--- config.mk ---
export PLATFORM = sky130hd
export DESIGN_NAME = source_token_lexer
export DESIGN_NICKNAME = d
export VERILOG_FILES = /design/src/hdl/stl_pkg.sv /design/src/hdl/source_token_lexer.sv
export SDC_FILE = /design/constraint.sdc
export NUM_CORES = 1
export LEC_CHECK = 0
export ABC_AREA = 0
export BUFFER_PORTS_ARGS = -buffer_cell sky130_fd_sc_hd__buf_4
export CAP_MARGIN = 10
export CORE_AREA = 2 2 230 232
export CTS_CLUSTER_DIAMETER = 30
export DETAILED_ROUTE_END_ITERATION = 12
export DIE_AREA = 0 0 232 234
export PLACE_DENSITY = 0.82
export REMOVE_ABC_BUFFERS = 1
export SYNTH_ARGS = -nofsm -noshare
export SYNTH_HDL_FRONTEND = slang
export SYNTH_SLANG_ARGS = --single-unit
--- constraint.sdc ---
create_clock -name clk_i -period 11.5 [get_ports clk_i]
set_input_delay 1.725 -clock clk_i [delete_from_list [all_inputs] [get_ports clk_i]]
set_output_delay 1.725 -clock clk_i [all_outputs]
set_load 0.005 [all_outputs]
--- src/hdl/stl_pkg.sv ---
// Package for the source token lexer: item types, mode codes, token classes,
// the keyword table and the small arithmetic helpers used by the step logic.
// No dependencies.
package stl_pkg;

  localparam int unsigned DefMaxTokenLen = 256;
  localparam int unsigned NumKeywords    = 16;
  localparam int unsigned KwMaxLen       = 7;

  typedef struct packed {
    logic [7:0] char_byte;
    logic       at_end;
  } in_item_t;

  typedef struct packed {
    logic              record_kind;
    logic [3:0]        token_class;
    logic [4:0]        keyword_index;
    logic [7:0]        char_value;
    logic signed [31:0] number_value;
    logic [15:0]       start_line;
    logic [15:0]       start_column;
    logic              last;
  } out_item_t;

  typedef enum logic [3:0] {
    MODE_IDLE, MODE_COMMENT, MODE_DASH, MODE_PAREN, MODE_NSTART, MODE_NWORD,
    MODE_NDELIM, MODE_PREFIX, MODE_NUM, MODE_NEG, MODE_WVAR, MODE_WTYPE,
    MODE_WNULL, MODE_WAT
  } mode_e;

  typedef enum logic [1:0] {PFX_NONE, PFX_AT, PFX_DOLLAR} prefix_e;
  typedef enum logic [1:0] {NAT_NONE, NAT_PAREN, NAT_BRACE} native_e;
  typedef enum logic [1:0] {NL_NONE, NL_BREAK, NL_INNER} newline_e;

  localparam logic [3:0] CLS_END     = 4'd0;
  localparam logic [3:0] CLS_PUNCT   = 4'd1;
  localparam logic [3:0] CLS_UNIT    = 4'd2;
  localparam logic [3:0] CLS_ARROW   = 4'd3;
  localparam logic [3:0] CLS_NUMBER  = 4'd4;
  localparam logic [3:0] CLS_NATIVE  = 4'd5;
  localparam logic [3:0] CLS_VAR     = 4'd6;
  localparam logic [3:0] CLS_TYPE    = 4'd7;
  localparam logic [3:0] CLS_NULL    = 4'd8;
  localparam logic [3:0] CLS_KEYWORD = 4'd9;
  localparam logic [3:0] CLS_ERROR   = 4'd10;

  localparam logic [7:0] KW_TEXT [NumKeywords][KwMaxLen] = '{
    '{"b", "r", "e", "a", "k", 8'h0, 8'h0},
    '{"c", "a", "l", "l", 8'h0, 8'h0, 8'h0},
    '{"e", "l", "s", "e", 8'h0, 8'h0, 8'h0},
    '{"f", "u", "n", "c", 8'h0, 8'h0, 8'h0},
    '{"i", "f", 8'h0, 8'h0, 8'h0, 8'h0, 8'h0},
    '{"i", "n", "p", "u", "t", 8'h0, 8'h0},
    '{"l", "o", "o", "p", 8'h0, 8'h0, 8'h0},
    '{"n", "a", "t", "i", "v", "e", 8'h0},
    '{"o", "u", "t", "p", "u", "t", 8'h0},
    '{"p", "r", "e", 8'h0, 8'h0, 8'h0, 8'h0},
    '{"r", "e", "t", "u", "r", "n", 8'h0},
    '{"s", "e", "t", 8'h0, 8'h0, 8'h0, 8'h0},
    '{"t", "y", "p", "e", 8'h0, 8'h0, 8'h0},
    '{"v", "a", "r", 8'h0, 8'h0, 8'h0, 8'h0},
    '{"@", "p", "t", "r", 8'h0, 8'h0, 8'h0},
    '{"@", "r", "e", "c", 8'h0, 8'h0, 8'h0}
  };
  localparam logic [2:0] KW_LEN [NumKeywords] = '{
    3'd5, 3'd4, 3'd4, 3'd4, 3'd2, 3'd5, 3'd4, 3'd6,
    3'd6, 3'd3, 3'd6, 3'd3, 3'd4, 3'd3, 3'd4, 3'd4
  };

  function automatic logic is_digit(logic [7:0] c);
    return (c >= "0") && (c <= "9");
  endfunction

  function automatic logic is_lower(logic [7:0] c);
    return (c >= "a") && (c <= "z");
  endfunction

  function automatic logic is_upper(logic [7:0] c);
    return (c >= "A") && (c <= "Z");
  endfunction

  function automatic logic is_wordc(logic [7:0] c);
    return is_digit(c) || is_lower(c) || is_upper(c) || (c == "_");
  endfunction

  // Drops every candidate whose spelling does not continue with c at position p.
  function automatic logic [NumKeywords-1:0] kw_feed(logic [NumKeywords-1:0] cand,
                                                     logic [2:0] p, logic [7:0] c);
    logic [NumKeywords-1:0] res;
    res = cand;
    for (int k = 0; k < NumKeywords; k++) begin
      if (p >= KW_LEN[k] || KW_TEXT[k][p] != c) res[k] = 1'b0;
    end
    return res;
  endfunction

  // Adds one decimal digit; once past the signed range it sticks at 2^31.
  function automatic logic [31:0] accumulate(logic [31:0] acc, logic [7:0] c);
    logic [3:0]  d;
    logic [31:0] res;
    d = c[3:0];
    if (acc > 32'd214748364 || (acc == 32'd214748364 && d > 4'd8)) begin
      res = 32'h8000_0000;
    end else begin
      res = (acc << 3) + (acc << 1) + {28'd0, d};
    end
    return res;
  endfunction

  function automatic out_item_t mk(logic kind, logic [3:0] cls, logic [4:0] kw,
                                   logic [7:0] ch, logic [31:0] num,
                                   logic [15:0] ln, logic [15:0] cl);
    out_item_t r;
    r.record_kind   = kind;
    r.token_class   = cls;
    r.keyword_index = kw;
    r.char_value    = ch;
    r.number_value  = num;
    r.start_line    = ln;
    r.start_column  = cl;
    r.last          = 1'b0;
    return r;
  endfunction

endpackage

--- src/hdl/source_token_lexer.sv ---
// Flow: an accepted byte is registered, processed from the input register, and its
// results are written into a four-entry result queue, which offers them at the output.
// Throughput: one byte per cycle while the queue has room; a byte yields up to two
// results, and the queue stalls the input when fewer than two places are free.
// Reset: asynchronous, active low; the lexer returns to between tokens at line 1,
// column 1 and the result queue empties.
module source_token_lexer #(
  parameter int unsigned MAX_TOKEN_LEN = stl_pkg::DefMaxTokenLen
) (
  input  logic                clk_i,
  input  logic                rst_ni,
  input  logic                in_valid_i,
  output logic                in_stall_o,
  input  stl_pkg::in_item_t   in_data_i,
  output logic                out_valid_o,
  input  logic                out_stall_i,
  output stl_pkg::out_item_t  out_data_o
);
  import stl_pkg::*;

  localparam int unsigned TlW = $clog2(MAX_TOKEN_LEN + 1);
  localparam logic [TlW-1:0] TlLimit = TlW'(MAX_TOKEN_LEN - 1);

  // Input register.
  logic     in_vld_q;
  in_item_t in_q;
  logic     fire;

  // Lexer state.
  mode_e                  mode_q, mode_d;
  prefix_e                pfx_q, pfx_d;
  logic [NumKeywords-1:0] cand_q, cand_d;
  logic [2:0]             mpos_q, mpos_d;
  logic [TlW-1:0]         tlen_q, tlen_d;
  logic [31:0]            acc_q, acc_d;
  logic                   neg_q, neg_d;
  native_e                nopen_q, nopen_d;
  logic [TlW-1:0]         ndep_q, ndep_d;
  logic [15:0]            line_q, line_d, col_q, col_d;
  logic [15:0]            tline_q, tline_d, tcol_q, tcol_d;

  // Result queue.
  out_item_t fifo_q [4];
  logic [1:0] wptr_q, rptr_q;
  logic [2:0] cnt_q;

  out_item_t res [2];
  logic [1:0] rcnt;

  assign fire       = in_vld_q && (cnt_q <= 3'd2);
  assign in_stall_o = in_vld_q && !fire;

  always_ff @(posedge clk_i or negedge rst_ni) begin
    if (!rst_ni) begin
      in_vld_q <= 1'b0;
    end else if (!in_stall_o) begin
      in_vld_q <= in_valid_i;
    end
  end

  always_ff @(posedge clk_i) begin
    if (!in_stall_o && in_valid_i) begin
      in_q <= in_data_i;
    end
  end

  always_comb begin
    logic [7:0]  c;
    logic        do_idle;
    newline_e    nlk;
    logic        hit;
    logic [31:0] v;
    c       = in_q.char_byte;
    do_idle = 1'b0;
    nlk     = NL_NONE;
    hit     = 1'b0;
    v       = '0;
    mode_d  = mode_q;  pfx_d   = pfx_q;   cand_d  = cand_q;  mpos_d = mpos_q;
    tlen_d  = tlen_q;  acc_d   = acc_q;   neg_d   = neg_q;
    nopen_d = nopen_q; ndep_d  = ndep_q;
    line_d  = line_q;  col_d   = col_q;   tline_d = tline_q; tcol_d = tcol_q;
    rcnt    = 2'd0;
    res[0]  = mk(1'b0, CLS_END, 5'd0, 8'd0, 32'd0, 16'd0, 16'd0);
    res[1]  = res[0];

    if (in_q.at_end) begin
      unique case (mode_q)
        MODE_DASH: begin
          res[rcnt[0]] = mk(1'b1, CLS_ERROR, 5'd0, "-", 32'd0, tline_d, tcol_d);
          rcnt = rcnt + 2'd1;
        end
        MODE_PAREN: begin
          res[rcnt[0]] = mk(1'b1, CLS_PUNCT, 5'd0, "(", 32'd0, tline_d, tcol_d);
          rcnt = rcnt + 2'd1;
        end
        MODE_NSTART, MODE_NWORD: begin
          res[rcnt[0]] = mk(1'b1, CLS_NATIVE, 5'd0, 8'd0, 32'd0, tline_d, tcol_d);
          rcnt = rcnt + 2'd1;
        end
        MODE_NDELIM: begin
          res[rcnt[0]] = mk(1'b1, CLS_ERROR, 5'd0, 8'd0, 32'd0, tline_d, tcol_d);
          rcnt = rcnt + 2'd1;
        end
        MODE_PREFIX: begin
          res[rcnt[0]] = mk(1'b1, CLS_ERROR, 5'd0, (pfx_q == PFX_AT) ? 8'h40 : 8'd0,
                            32'd0, tline_d, tcol_d);
          rcnt = rcnt + 2'd1;
        end
        MODE_NUM, MODE_NEG: begin
          if (neg_q) v = 32'd0 - acc_q;
          else v = (acc_q > 32'h7FFF_FFFF) ? 32'h7FFF_FFFF : acc_q;
          res[rcnt[0]] = mk(1'b1, CLS_NUMBER, 5'd0, 8'd0, v, tline_d, tcol_d);
          rcnt = rcnt + 2'd1;
        end
        MODE_WVAR, MODE_WTYPE, MODE_WNULL, MODE_WAT: begin
          for (int k = NumKeywords - 1; k >= 0; k--) begin
            if (cand_q[k] && KW_LEN[k] == mpos_q) begin
              hit = 1'b1;
              v   = 32'(k);
            end
          end
          res[rcnt[0]] = mk(1'b1, hit ? CLS_KEYWORD :
                            (mode_q == MODE_WVAR)  ? CLS_VAR :
                            (mode_q == MODE_WTYPE) ? CLS_TYPE :
                            (mode_q == MODE_WNULL) ? CLS_NULL : CLS_ERROR,
                            hit ? v[4:0] : 5'd0, 8'd0, 32'd0, tline_d, tcol_d);
          rcnt = rcnt + 2'd1;
        end
        default: ;
      endcase
      mode_d = MODE_IDLE;
      pfx_d  = PFX_NONE;
      res[rcnt[0]] = mk(1'b1, CLS_END, 5'd0, 8'd0, 32'd0, line_q, col_q);
      rcnt = rcnt + 2'd1;
    end else begin
      unique case (mode_q)
        MODE_COMMENT: begin
          if (c == 8'h0A) do_idle = 1'b1;
        end
        MODE_DASH: begin
          if (c == "-") begin
            mode_d = MODE_COMMENT;
          end else if (c == ">") begin
            res[rcnt[0]] = mk(1'b1, CLS_ARROW, 5'd0, 8'd0, 32'd0, tline_d, tcol_d);
            rcnt = rcnt + 2'd1;
            mode_d = MODE_IDLE;
          end else if (is_digit(c)) begin
            mode_d = MODE_NEG;
            neg_d  = 1'b1;
            acc_d  = accumulate(acc_d, c);
            if (tlen_d >= TlLimit) begin
              res[rcnt[0]] = mk(1'b1, CLS_ERROR, 5'd0, c, 32'd0, tline_d, tcol_d);
              rcnt = rcnt + 2'd1;
              mode_d = MODE_IDLE;
            end else begin
              res[rcnt[0]] = mk(1'b0, CLS_END, 5'd0, "-", 32'd0, tline_d, tcol_d);
              rcnt = rcnt + 2'd1;
              tlen_d = tlen_d + 1'b1;
              if (tlen_d >= TlLimit) begin
                res[rcnt[0]] = mk(1'b1, CLS_ERROR, 5'd0, c, 32'd0, tline_d, tcol_d);
                rcnt = rcnt + 2'd1;
                mode_d = MODE_IDLE;
              end else begin
                res[rcnt[0]] = mk(1'b0, CLS_END, 5'd0, c, 32'd0, tline_d, tcol_d);
                rcnt = rcnt + 2'd1;
                tlen_d = tlen_d + 1'b1;
              end
            end
          end else begin
            res[rcnt[0]] = mk(1'b1, CLS_ERROR, 5'd0, "-", 32'd0, tline_d, tcol_d);
            rcnt = rcnt + 2'd1;
            do_idle = 1'b1;
          end
        end
        MODE_PAREN: begin
          if (c == ")") begin
            res[rcnt[0]] = mk(1'b1, CLS_UNIT, 5'd0, 8'd0, 32'd0, tline_d, tcol_d);
            rcnt = rcnt + 2'd1;
            mode_d = MODE_IDLE;
          end else begin
            res[rcnt[0]] = mk(1'b1, CLS_PUNCT, 5'd0, "(", 32'd0, tline_d, tcol_d);
            rcnt = rcnt + 2'd1;
            do_idle = 1'b1;
          end
        end
        MODE_NSTART, MODE_NWORD: begin
          if ((mode_q == MODE_NSTART) && (c == "(" || c == "{")) begin
            nopen_d = (c == "(") ? NAT_PAREN : NAT_BRACE;
            ndep_d  = TlW'(1);
            mode_d  = MODE_NDELIM;
          end else if (is_wordc(c)) begin
            mode_d = MODE_NWORD;
            if (tlen_d >= TlLimit) begin
              res[rcnt[0]] = mk(1'b1, CLS_ERROR, 5'd0, c, 32'd0, tline_d, tcol_d);
              rcnt = rcnt + 2'd1;
              mode_d = MODE_IDLE;
            end else begin
              res[rcnt[0]] = mk(1'b0, CLS_END, 5'd0, c, 32'd0, tline_d, tcol_d);
              rcnt = rcnt + 2'd1;
              tlen_d = tlen_d + 1'b1;
            end
          end else begin
            res[rcnt[0]] = mk(1'b1, CLS_NATIVE, 5'd0, 8'd0, 32'd0, tline_d, tcol_d);
            rcnt = rcnt + 2'd1;
            do_idle = 1'b1;
          end
        end
        MODE_NDELIM: begin
          if (c == ((nopen_q == NAT_PAREN) ? "(" : "{")) begin
            ndep_d = ndep_d + 1'b1;
          end else if (c == ((nopen_q == NAT_PAREN) ? ")" : "}")) begin
            ndep_d = ndep_d - 1'b1;
          end
          if (ndep_d == '0) begin
            res[rcnt[0]] = mk(1'b1, CLS_NATIVE, 5'd0, 8'd0, 32'd0, tline_d, tcol_d);
            rcnt = rcnt + 2'd1;
            mode_d = MODE_IDLE;
          end else if (tlen_d >= TlLimit) begin
            res[rcnt[0]] = mk(1'b1, CLS_ERROR, 5'd0, c, 32'd0, tline_d, tcol_d);
            rcnt = rcnt + 2'd1;
            mode_d = MODE_IDLE;
          end else begin
            res[rcnt[0]] = mk(1'b0, CLS_END, 5'd0, c, 32'd0, tline_d, tcol_d);
            rcnt = rcnt + 2'd1;
            tlen_d = tlen_d + 1'b1;
            if (c == 8'h0A) nlk = NL_INNER;
          end
        end
        MODE_PREFIX: begin
          if (pfx_q == PFX_AT) begin
            if (is_digit(c)) begin
              mode_d = MODE_NUM;
              acc_d  = accumulate(acc_d, c);
              if (tlen_d >= TlLimit) begin
                res[rcnt[0]] = mk(1'b1, CLS_ERROR, 5'd0, c, 32'd0, tline_d, tcol_d);
                rcnt = rcnt + 2'd1;
                mode_d = MODE_IDLE;
              end else begin
                res[rcnt[0]] = mk(1'b0, CLS_END, 5'd0, c, 32'd0, tline_d, tcol_d);
                rcnt = rcnt + 2'd1;
                tlen_d = tlen_d + 1'b1;
              end
            end else if (is_wordc(c)) begin
              mode_d = MODE_WAT;
              cand_d = kw_feed(cand_d, mpos_d, 8'h40);
              if (mpos_d != 3'd7) mpos_d = mpos_d + 3'd1;
              cand_d = kw_feed(cand_d, mpos_d, c);
              if (mpos_d != 3'd7) mpos_d = mpos_d + 3'd1;
              if (tlen_d >= TlLimit) begin
                res[rcnt[0]] = mk(1'b1, CLS_ERROR, 5'd0, c, 32'd0, tline_d, tcol_d);
                rcnt = rcnt + 2'd1;
                mode_d = MODE_IDLE;
              end else begin
                res[rcnt[0]] = mk(1'b0, CLS_END, 5'd0, 8'h40, 32'd0, tline_d, tcol_d);
                rcnt = rcnt + 2'd1;
                tlen_d = tlen_d + 1'b1;
                if (tlen_d >= TlLimit) begin
                  res[rcnt[0]] = mk(1'b1, CLS_ERROR, 5'd0, c, 32'd0, tline_d, tcol_d);
                  rcnt = rcnt + 2'd1;
                  mode_d = MODE_IDLE;
                end else begin
                  res[rcnt[0]] = mk(1'b0, CLS_END, 5'd0, c, 32'd0, tline_d, tcol_d);
                  rcnt = rcnt + 2'd1;
                  tlen_d = tlen_d + 1'b1;
                end
              end
            end else begin
              res[rcnt[0]] = mk(1'b1, CLS_ERROR, 5'd0, 8'h40, 32'd0, tline_d, tcol_d);
              rcnt = rcnt + 2'd1;
              do_idle = 1'b1;
            end
          end else if (is_upper(c)) begin
            mode_d = MODE_WNULL;
            cand_d = kw_feed(cand_d, mpos_d, c);
            if (mpos_d != 3'd7) mpos_d = mpos_d + 3'd1;
            if (tlen_d >= TlLimit) begin
              res[rcnt[0]] = mk(1'b1, CLS_ERROR, 5'd0, c, 32'd0, tline_d, tcol_d);
              rcnt = rcnt + 2'd1;
              mode_d = MODE_IDLE;
            end else begin
              res[rcnt[0]] = mk(1'b0, CLS_END, 5'd0, c, 32'd0, tline_d, tcol_d);
              rcnt = rcnt + 2'd1;
              tlen_d = tlen_d + 1'b1;
            end
          end else begin
            res[rcnt[0]] = mk(1'b1, CLS_ERROR, 5'd0, c, 32'd0, tline_d, tcol_d);
            rcnt = rcnt + 2'd1;
            mode_d = MODE_IDLE;
          end
        end
        MODE_NUM, MODE_NEG: begin
          if (is_digit(c)) begin
            acc_d = accumulate(acc_d, c);
            if (tlen_d >= TlLimit) begin
              res[rcnt[0]] = mk(1'b1, CLS_ERROR, 5'd0, c, 32'd0, tline_d, tcol_d);
              rcnt = rcnt + 2'd1;
              mode_d = MODE_IDLE;
            end else begin
              res[rcnt[0]] = mk(1'b0, CLS_END, 5'd0, c, 32'd0, tline_d, tcol_d);
              rcnt = rcnt + 2'd1;
              tlen_d = tlen_d + 1'b1;
            end
          end else if ((mode_q == MODE_NUM) && (is_lower(c) || is_upper(c))) begin
            res[rcnt[0]] = mk(1'b1, CLS_ERROR, 5'd0, c, 32'd0, tline_d, tcol_d);
            rcnt = rcnt + 2'd1;
            mode_d = MODE_IDLE;
          end else begin
            if (neg_q) v = 32'd0 - acc_q;
            else v = (acc_q > 32'h7FFF_FFFF) ? 32'h7FFF_FFFF : acc_q;
            res[rcnt[0]] = mk(1'b1, CLS_NUMBER, 5'd0, 8'd0, v, tline_d, tcol_d);
            rcnt = rcnt + 2'd1;
            do_idle = 1'b1;
          end
        end
        MODE_WVAR, MODE_WTYPE, MODE_WNULL, MODE_WAT: begin
          if (is_wordc(c)) begin
            cand_d = kw_feed(cand_d, mpos_d, c);
            if (mpos_d != 3'd7) mpos_d = mpos_d + 3'd1;
            if (tlen_d >= TlLimit) begin
              res[rcnt[0]] = mk(1'b1, CLS_ERROR, 5'd0, c, 32'd0, tline_d, tcol_d);
              rcnt = rcnt + 2'd1;
              mode_d = MODE_IDLE;
            end else begin
              res[rcnt[0]] = mk(1'b0, CLS_END, 5'd0, c, 32'd0, tline_d, tcol_d);
              rcnt = rcnt + 2'd1;
              tlen_d = tlen_d + 1'b1;
            end
          end else begin
            for (int k = NumKeywords - 1; k >= 0; k--) begin
              if (cand_q[k] && KW_LEN[k] == mpos_q) begin
                hit = 1'b1;
                v   = 32'(k);
              end
            end
            res[rcnt[0]] = mk(1'b1, hit ? CLS_KEYWORD :
                              (mode_q == MODE_WVAR)  ? CLS_VAR :
                              (mode_q == MODE_WTYPE) ? CLS_TYPE :
                              (mode_q == MODE_WNULL) ? CLS_NULL : CLS_ERROR,
                              hit ? v[4:0] : 5'd0, 8'd0, 32'd0, tline_d, tcol_d);
            rcnt = rcnt + 2'd1;
            do_idle = 1'b1;
          end
        end
        default: do_idle = 1'b1;
      endcase

      // Handling of a byte between tokens, also for a byte that closed a token.
      if (do_idle) begin
        mode_d = MODE_IDLE;
        if (c == 8'h0A) begin
          nlk = NL_BREAK;
        end else if (c != " ") begin
          tline_d = line_q;  tcol_d  = col_q;
          tlen_d  = '0;      cand_d  = '1;       mpos_d = 3'd0;
          acc_d   = '0;      neg_d   = 1'b0;
          nopen_d = NAT_NONE; ndep_d = '0;       pfx_d  = PFX_NONE;
          if (c == "{" || c == "}" || c == ")" || c == ";" || c == ":" || c == "=" ||
              c == "," || c == "." || c == 8'h5C || c == "!" || c == "?") begin
            res[rcnt[0]] = mk(1'b1, CLS_PUNCT, 5'd0, c, 32'd0, tline_d, tcol_d);
            rcnt = rcnt + 2'd1;
          end else if (c == "(") begin
            mode_d = MODE_PAREN;
          end else if (c == "-") begin
            mode_d = MODE_DASH;
          end else if (c == "_") begin
            mode_d = MODE_NSTART;
          end else if (c == 8'h40) begin
            mode_d = MODE_PREFIX;
            pfx_d  = PFX_AT;
          end else if (c == "$") begin
            mode_d = MODE_PREFIX;
            pfx_d  = PFX_DOLLAR;
          end else if (is_digit(c) || is_lower(c) || is_upper(c)) begin
            if (is_digit(c)) begin
              mode_d = MODE_NUM;
              acc_d  = accumulate(32'd0, c);
            end else begin
              mode_d = is_lower(c) ? MODE_WVAR : MODE_WTYPE;
              cand_d = kw_feed(cand_d, 3'd0, c);
              mpos_d = 3'd1;
            end
            // The text length was just cleared, so only a tiny limit can trip here.
            if (tlen_d >= TlLimit) begin
              res[rcnt[0]] = mk(1'b1, CLS_ERROR, 5'd0, c, 32'd0, tline_d, tcol_d);
              rcnt = rcnt + 2'd1;
              mode_d = MODE_IDLE;
            end else begin
              res[rcnt[0]] = mk(1'b0, CLS_END, 5'd0, c, 32'd0, tline_d, tcol_d);
              rcnt = rcnt + 2'd1;
              tlen_d = tlen_d + 1'b1;
            end
          end else begin
            res[rcnt[0]] = mk(1'b1, CLS_ERROR, 5'd0, c, 32'd0, tline_d, tcol_d);
            rcnt = rcnt + 2'd1;
          end
        end
      end

      // Position tracking after the byte has been consumed.
      if (nlk == NL_BREAK) begin
        if (line_q != 16'hFFFF) line_d = line_q + 16'd1;
        col_d = 16'd1;
      end else begin
        if (nlk == NL_INNER && line_q != 16'hFFFF) line_d = line_q + 16'd1;
        if (col_q != 16'hFFFF) col_d = col_q + 16'd1;
      end
    end

    if (rcnt == 2'd1) res[0].last = 1'b1;
    if (rcnt == 2'd2) res[1].last = 1'b1;
  end

  always_ff @(posedge clk_i or negedge rst_ni) begin
    if (!rst_ni) begin
      mode_q  <= MODE_IDLE;
      pfx_q   <= PFX_NONE;
      cand_q  <= '1;
      mpos_q  <= 3'd0;
      tlen_q  <= '0;
      acc_q   <= '0;
      neg_q   <= 1'b0;
      nopen_q <= NAT_NONE;
      ndep_q  <= '0;
      line_q  <= 16'd1;
      col_q   <= 16'd1;
      tline_q <= 16'd1;
      tcol_q  <= 16'd1;
    end else if (fire) begin
      mode_q  <= mode_d;
      pfx_q   <= pfx_d;
      cand_q  <= cand_d;
      mpos_q  <= mpos_d;
      tlen_q  <= tlen_d;
      acc_q   <= acc_d;
      neg_q   <= neg_d;
      nopen_q <= nopen_d;
      ndep_q  <= ndep_d;
      line_q  <= line_d;
      col_q   <= col_d;
      tline_q <= tline_d;
      tcol_q  <= tcol_d;
    end
  end

  logic pop;
  assign pop         = (cnt_q != 3'd0) && !out_stall_i;
  assign out_valid_o = (cnt_q != 3'd0);
  assign out_data_o  = fifo_q[rptr_q];

  always_ff @(posedge clk_i) begin
    if (fire && rcnt != 2'd0) fifo_q[wptr_q] <= res[0];
    if (fire && rcnt == 2'd2) fifo_q[wptr_q + 2'd1] <= res[1];
  end

  always_ff @(posedge clk_i or negedge rst_ni) begin
    if (!rst_ni) begin
      wptr_q <= 2'd0;
      rptr_q <= 2'd0;
      cnt_q  <= 3'd0;
    end else begin
      if (fire) wptr_q <= wptr_q + rcnt;
      if (pop) rptr_q <= rptr_q + 2'd1;
      cnt_q <= cnt_q + (fire ? {1'b0, rcnt} : 3'd0) - (pop ? 3'd1 : 3'd0);
    end
  end

endmodule

* After elaboration in Yosys (flattened, before gate mapping)
Memories as Yosys holds them, arrays and structs flattened. Index checks and enable logic that the tools add are counted.
Word-level totals: register bits 159, bits in latches 0, bits in writable memories 332, ROM bits 2048, bits of input ports 13, output and inout bits 85, logic and storage cells 771, memories kept 33
Cells by class: add/subtract/negate cells 18, $mul 0, divide/modulo/power cells 0, $lt $le $gt $ge 28, equality and inequality tests 120, shift operators 0, multiplexer cells 430, bitwise operators 6, reduce and logical (&&, ||, !) cells 117
Memories:
- fifo_q | words 4, bits a word 83, read ports 1, clocked after memory_dff 0, write ports 2, line source_token_lexer.sv:43 | out_item_t fifo_q [4];
- (no name shown) | words 8, bits a word 8, read ports 1, clocked after memory_dff 0, write ports 0, line stl_pkg.sv:93 | if (p >= KW_LEN[k] || KW_TEXT[k][p] != c) res[k] = 1'b0;
- (no name shown) | words 8, bits a word 8, read ports 1, clocked after memory_dff 0, write ports 0, line stl_pkg.sv:93
- (no name shown) | words 8, bits a word 8, read ports 1, clocked after memory_dff 0, write ports 0, line stl_pkg.sv:93
- (no name shown) | words 8, bits a word 8, read ports 1, clocked after memory_dff 0, write ports 0, line stl_pkg.sv:93
- (no name shown) | words 8, bits a word 8, read ports 1, clocked after memory_dff 0, write ports 0, line stl_pkg.sv:93
- 27 more memories
Operators by type and width (number):
- 83-bit 2-to-1 mux | 26
- 166-bit 2-to-1 mux | 12
- 83-bit one-hot mux with 7 select lines | 2
- 166-bit bitwise mux | 4
- 8-bit 2-to-1 mux | 64
- 16-bit 2-to-1 mux | 21
- 32-bit 2-to-1 mux | 10
- 8-bit inequality test | 32
- 9-bit 2-to-1 mux | 25
- 4-bit 2-to-1 mux | 46
- 83-bit demux with 1-bit select | 2
- 83-bit one-hot mux with 2 select lines | 1
- 8-bit by 7-bit inequality test with 1-bit output, second input constant | 16
- 1-bit 2-to-1 mux | 127
- 7-bit by 8-bit inequality test with 1-bit output, first input constant | 14
- 8-bit by 6-bit equality test with 1-bit output, second input constant | 12
- 32-bit one-hot mux with 3 select lines | 1
- 2-bit 2-to-1 mux | 45
- 82-bit 2-to-1 mux | 1
- 5-bit 2-to-1 mux | 16
- 80-bit 2-to-1 mux | 1
- 1-bit logical OR | 64
- 9-bit one-hot mux with 6 select lines | 1
- 3-bit 2-to-1 mux | 16
- other kinds (70) | 160

* Logic depth before layout (Yosys ltp)
depth after elaboration 38, gate-level depth with buffers 21, depth with buffers taken out 19

* Worst setup path before layout
OpenSTA, ideal clock, no wires.
path kind register to register, start register tlen_q[1], end memory fifo_q[0][0] in the netlist's numbering, enable pin, setup time 0.635 ns, data arrival time 8.678 ns, data required time 10.865 ns, path slack 2.186 ns, cell stages (with the launch flop) 16, path buffers 2, clock period less this slack 9.314 ns, path through dfrtp_1 ha_1 clkbuf_1 nand2_1 or3_1 nor2_1 ha_1 nor2_1 o31ai_1 or4_4 nor3_2 o31ai_4 buf_4 nor2_1 a211o_1 o21ai_0
RTL lines:
- start: declaration | line source_token_lexer.sv:34 | logic [TlW-1:0] tlen_q, tlen_d;
- start signal: assignment | line source_token_lexer.sv:433 | tlen_q <= tlen_d;
- end: declaration | line source_token_lexer.sv:43

==> impl_metrics.yaml <==
synth:
  muxShareOfSynthArea_pct: 7.269
  yosys_most_used_dff: "edfxtp_1"
  synth_compound_area_share_pct: 18.27
  synth-xor-area-share_pct: 3.320
  synth.top_cell.area_share_pct: 32.79
  synth_cells: 3248
  yosysUniqueCellTypes: 106
  yosys.cell_count.top_type: "nor2_1"
  synth-edff-count: 337
  synth-simple-area-share_pct: 18.20
  ys_seq_area_share_pct: 45.03
  synth_area_mm2: 0.03086
  netlist_top_cells_area: "edfxtp_1 (33%), dfrtp_1 (11%), nor2_1 (6.0%)"
  yosys.area_share.adder_pct: 3.559
  synth_commonest_cells: "nor2_1 (494), nand2_1 (369), edfxtp_1 (337)"
  synth_top_family_by_area: "compound AO/OA/AOI/OAI gates"
  synthArstFlopShare_pct: 30.80
  syn_area_per_cell_um2: 9.503
  ys_ff_latch: 487
  yosysTopAreaCell: "edfxtp_1"
  yosysWarnings: 0
route:
  vias: 27582
  antenna_left: 0
  firstDrtPassIters: 8
  viasPerCell: 6.901
  routed-wl-met3_um: 9641
  drt_iter0_drc: 3588
  drc: 0
  top_layer_used: "met4"
  wire_per_inst_um: 24.24
  met1_length_um: 35120
  drt-total-wl_um: 96890
  dr_wl_met2_um: 46880
timing:
  finalClockSkew_ps: 57.91
  slew_viol_final: 0
  slew_headroom_pct: 19.77
  fmax_mhz: 166.5
  timing.final.crit_share_pct: 52.23
  tightest_slew_ps: 1200
  period_needed_ps: 6007
  hold_viol: 0
  rsz0062_at_grt: "no"
  tns_ps: 0
  setup_violations: 0
global_routing:
  grt_pass1_wl_um: 149600
  grt_pass1_vias: 27239
  track_usage_pct: 35.25
  grt_max_degree: 97
  antenna_found_initial: 0
  gr-total-overflow: 0
pwr:
  p_int_mw: 5.609
  combPwrFrac_pct: 36.6
  power_frac_clock_pct: 33.9
  power.leakage_nw: 14.08
  power_switching_mw: 3.355
  swShare_pct: 37.43
  ir_drop_uv: 195.5
  seqPwrFrac_pct: 29.5
  cellPowerDensity_mw_per_mm2: 253.6
clocking:
  clk_latency_ps: 670
  cts_hold_buf: 0
  postCtsSetupBuffers: 0
  clk_path_buf_depth: 3
  cts_sinks: 487
  cts_tree: "built"
  cts_resized: 0
  cts_buffers: 100
  clk_pin_slew_worst_paths_ps: 50
  cts_max_level: 3
  root_buffer: "clkbuf_16"
layout:
  final_util_pct: 67.94
  fillers: 3685
  post_route_cells_drive_above_1_share_pct: 14.69
  fin_nets: 3321
  n_antenna_cell: 0
  fin_area_mm2: 0.03535
  area_growth_pct: 14.52
  fin_cells: 3997
worst_setup_path:
  regToRegSetupSlack_ps: 5490
  r2r_cells: 13
  path_max_fanout: 82
  endpoint_kind: "register"
  timing.rr.start: "in_q[2]"
  worstSetupPathType: "register to register"
  crit_arrival_ps: 6480
  r2r-end: "fifo_q[3][26]"
  crit_path_start: "in_q[2]"
  required_ps: 11980
  cp-start-kind: "register"
placement:
  dp_hpwl_um: 59350
  portBuffers: 96
  place_area_mm2: 0.03175
  dp.cells: 3808
  place.gp.congestion: 1.007
outcome:
  status: "complete, no violations"
run:
  maxCapViolCount: 0
floorplanning:
  die_width_um: 232
  coreArea_mm2: 0.05202
  rows: 84
  die_h_um: 234
  die_area_mm2: 0.05429
  io_pins: 98
  start_util_pct: 59.33
hold_path:
  hold_end: "tcol_q[0]"
  hold_class: "register to register"
  whs_path_depth: 2
  hold_start: "tcol_q[0]"
worst max-delay path by stage:
stage,endpoint,slack (ps),cells past startpoint
5_1_grt,fifo_q[0][1],5140,10
3_5_place_dp,fifo_q[0][12],5580,10
2_1_floorplan,fifo_q[0][0],1450,8
4_1_cts,fifo_q[0][15],5540,10
3_3_place_gp,fifo_q[0][23],5710,11
6_report,fifo_q[3][26],5490,13
cells by family after synthesis:
kind of cell | after synthesis
buffers and inverters | 320
adders and majority gates | 86
AOI/OAI and AO/OA | 873
other | 1
muxes | 121
xor gates and xnor gates | 117
DFF | 487
and+or+nand+nor | 1243
metrics by stage:
step / total power, mW / setup WS [ps] / hold WS [ps]
final: 8.965 / 5493 / 489.8
after global routing: 9.298 / 5139 / 502.9
after CTS: 8.903 / 5544 / 483.6
after detailed placement: 5.844 / 5577 / 472.3
after global placement: 5.746 / 5713 / 464.6
after floorplan: 4.625 / 1451 / 453.9
cell type report:
cell class | count | area [µm²] | area share [%]
clock buffer | 118 | 2661 | 7.529
timing repair buffer | 143 | 1077 | 3.048
sequential | 487 | 13910 | 39.34
tap | 688 | 860.8 | 2.435
multi-input combinational | 2441 | 15720 | 44.48
inverter | 49 | 183.9 | 0.5204
clock inverter | 71 | 935.9 | 2.648
flip-flops by register name, indices dropped and copies added (netlist names):
register  cells
pfx_q         2
nopen_q       2
col_q        16
cand_q       16
tlen_q        9
wptr_q        2
acc_q        32
mpos_q        3
mode_q        4
in_q          9
in_vld_q      1
line_q       16
fifo_q      328
tline_q      16
tcol_q       16
cnt_q         3
ndep_q        9
neg_q         1
rptr_q        2
layout by cell type, fill, tap and decap left out, drive strengths merged, types with 82 or more instances in the layout:
cell / count
clkbuf: 118
a21oi: 307
buf: 143
edfxtp: 337
dfrtp: 130
o21ai: 178
mux4: 82
nand2: 369
nor2: 498
ha: 83
critical path, cell delays in order (launching register included):
cell	delay, ps
edfxtp_1	360
buf_4	270
or4_4	610
o221ai_4	610
and3_1	450
o21ai_1	230
a21oi_2	490
a31oi_2	190
nor2_2	240
inv_2	120
nor3_4	910
buf_4	880
nor2_1	150
a21oi_1	230
power groups by stage:
stage	registers [mW]	clock network [mW]	logic [mW]
5_1_grt	2.68	3.14	3.48
3_5_place_dp	2.66	0	3.18
3_3_place_gp	2.63	0	3.12
2_1_floorplan	2.75	0	1.87
6_report	2.65	3.04	3.28
4_1_cts	2.64	3.04	3.22
metal layers:
layer	track usage, %	vias to the layer above
met5	0	-
met2	59.01	1943
li1	-	11981
met3	6.882	452
met4	19.37	0
met1	43.17	13206
(Power assumes the default switching activity.)
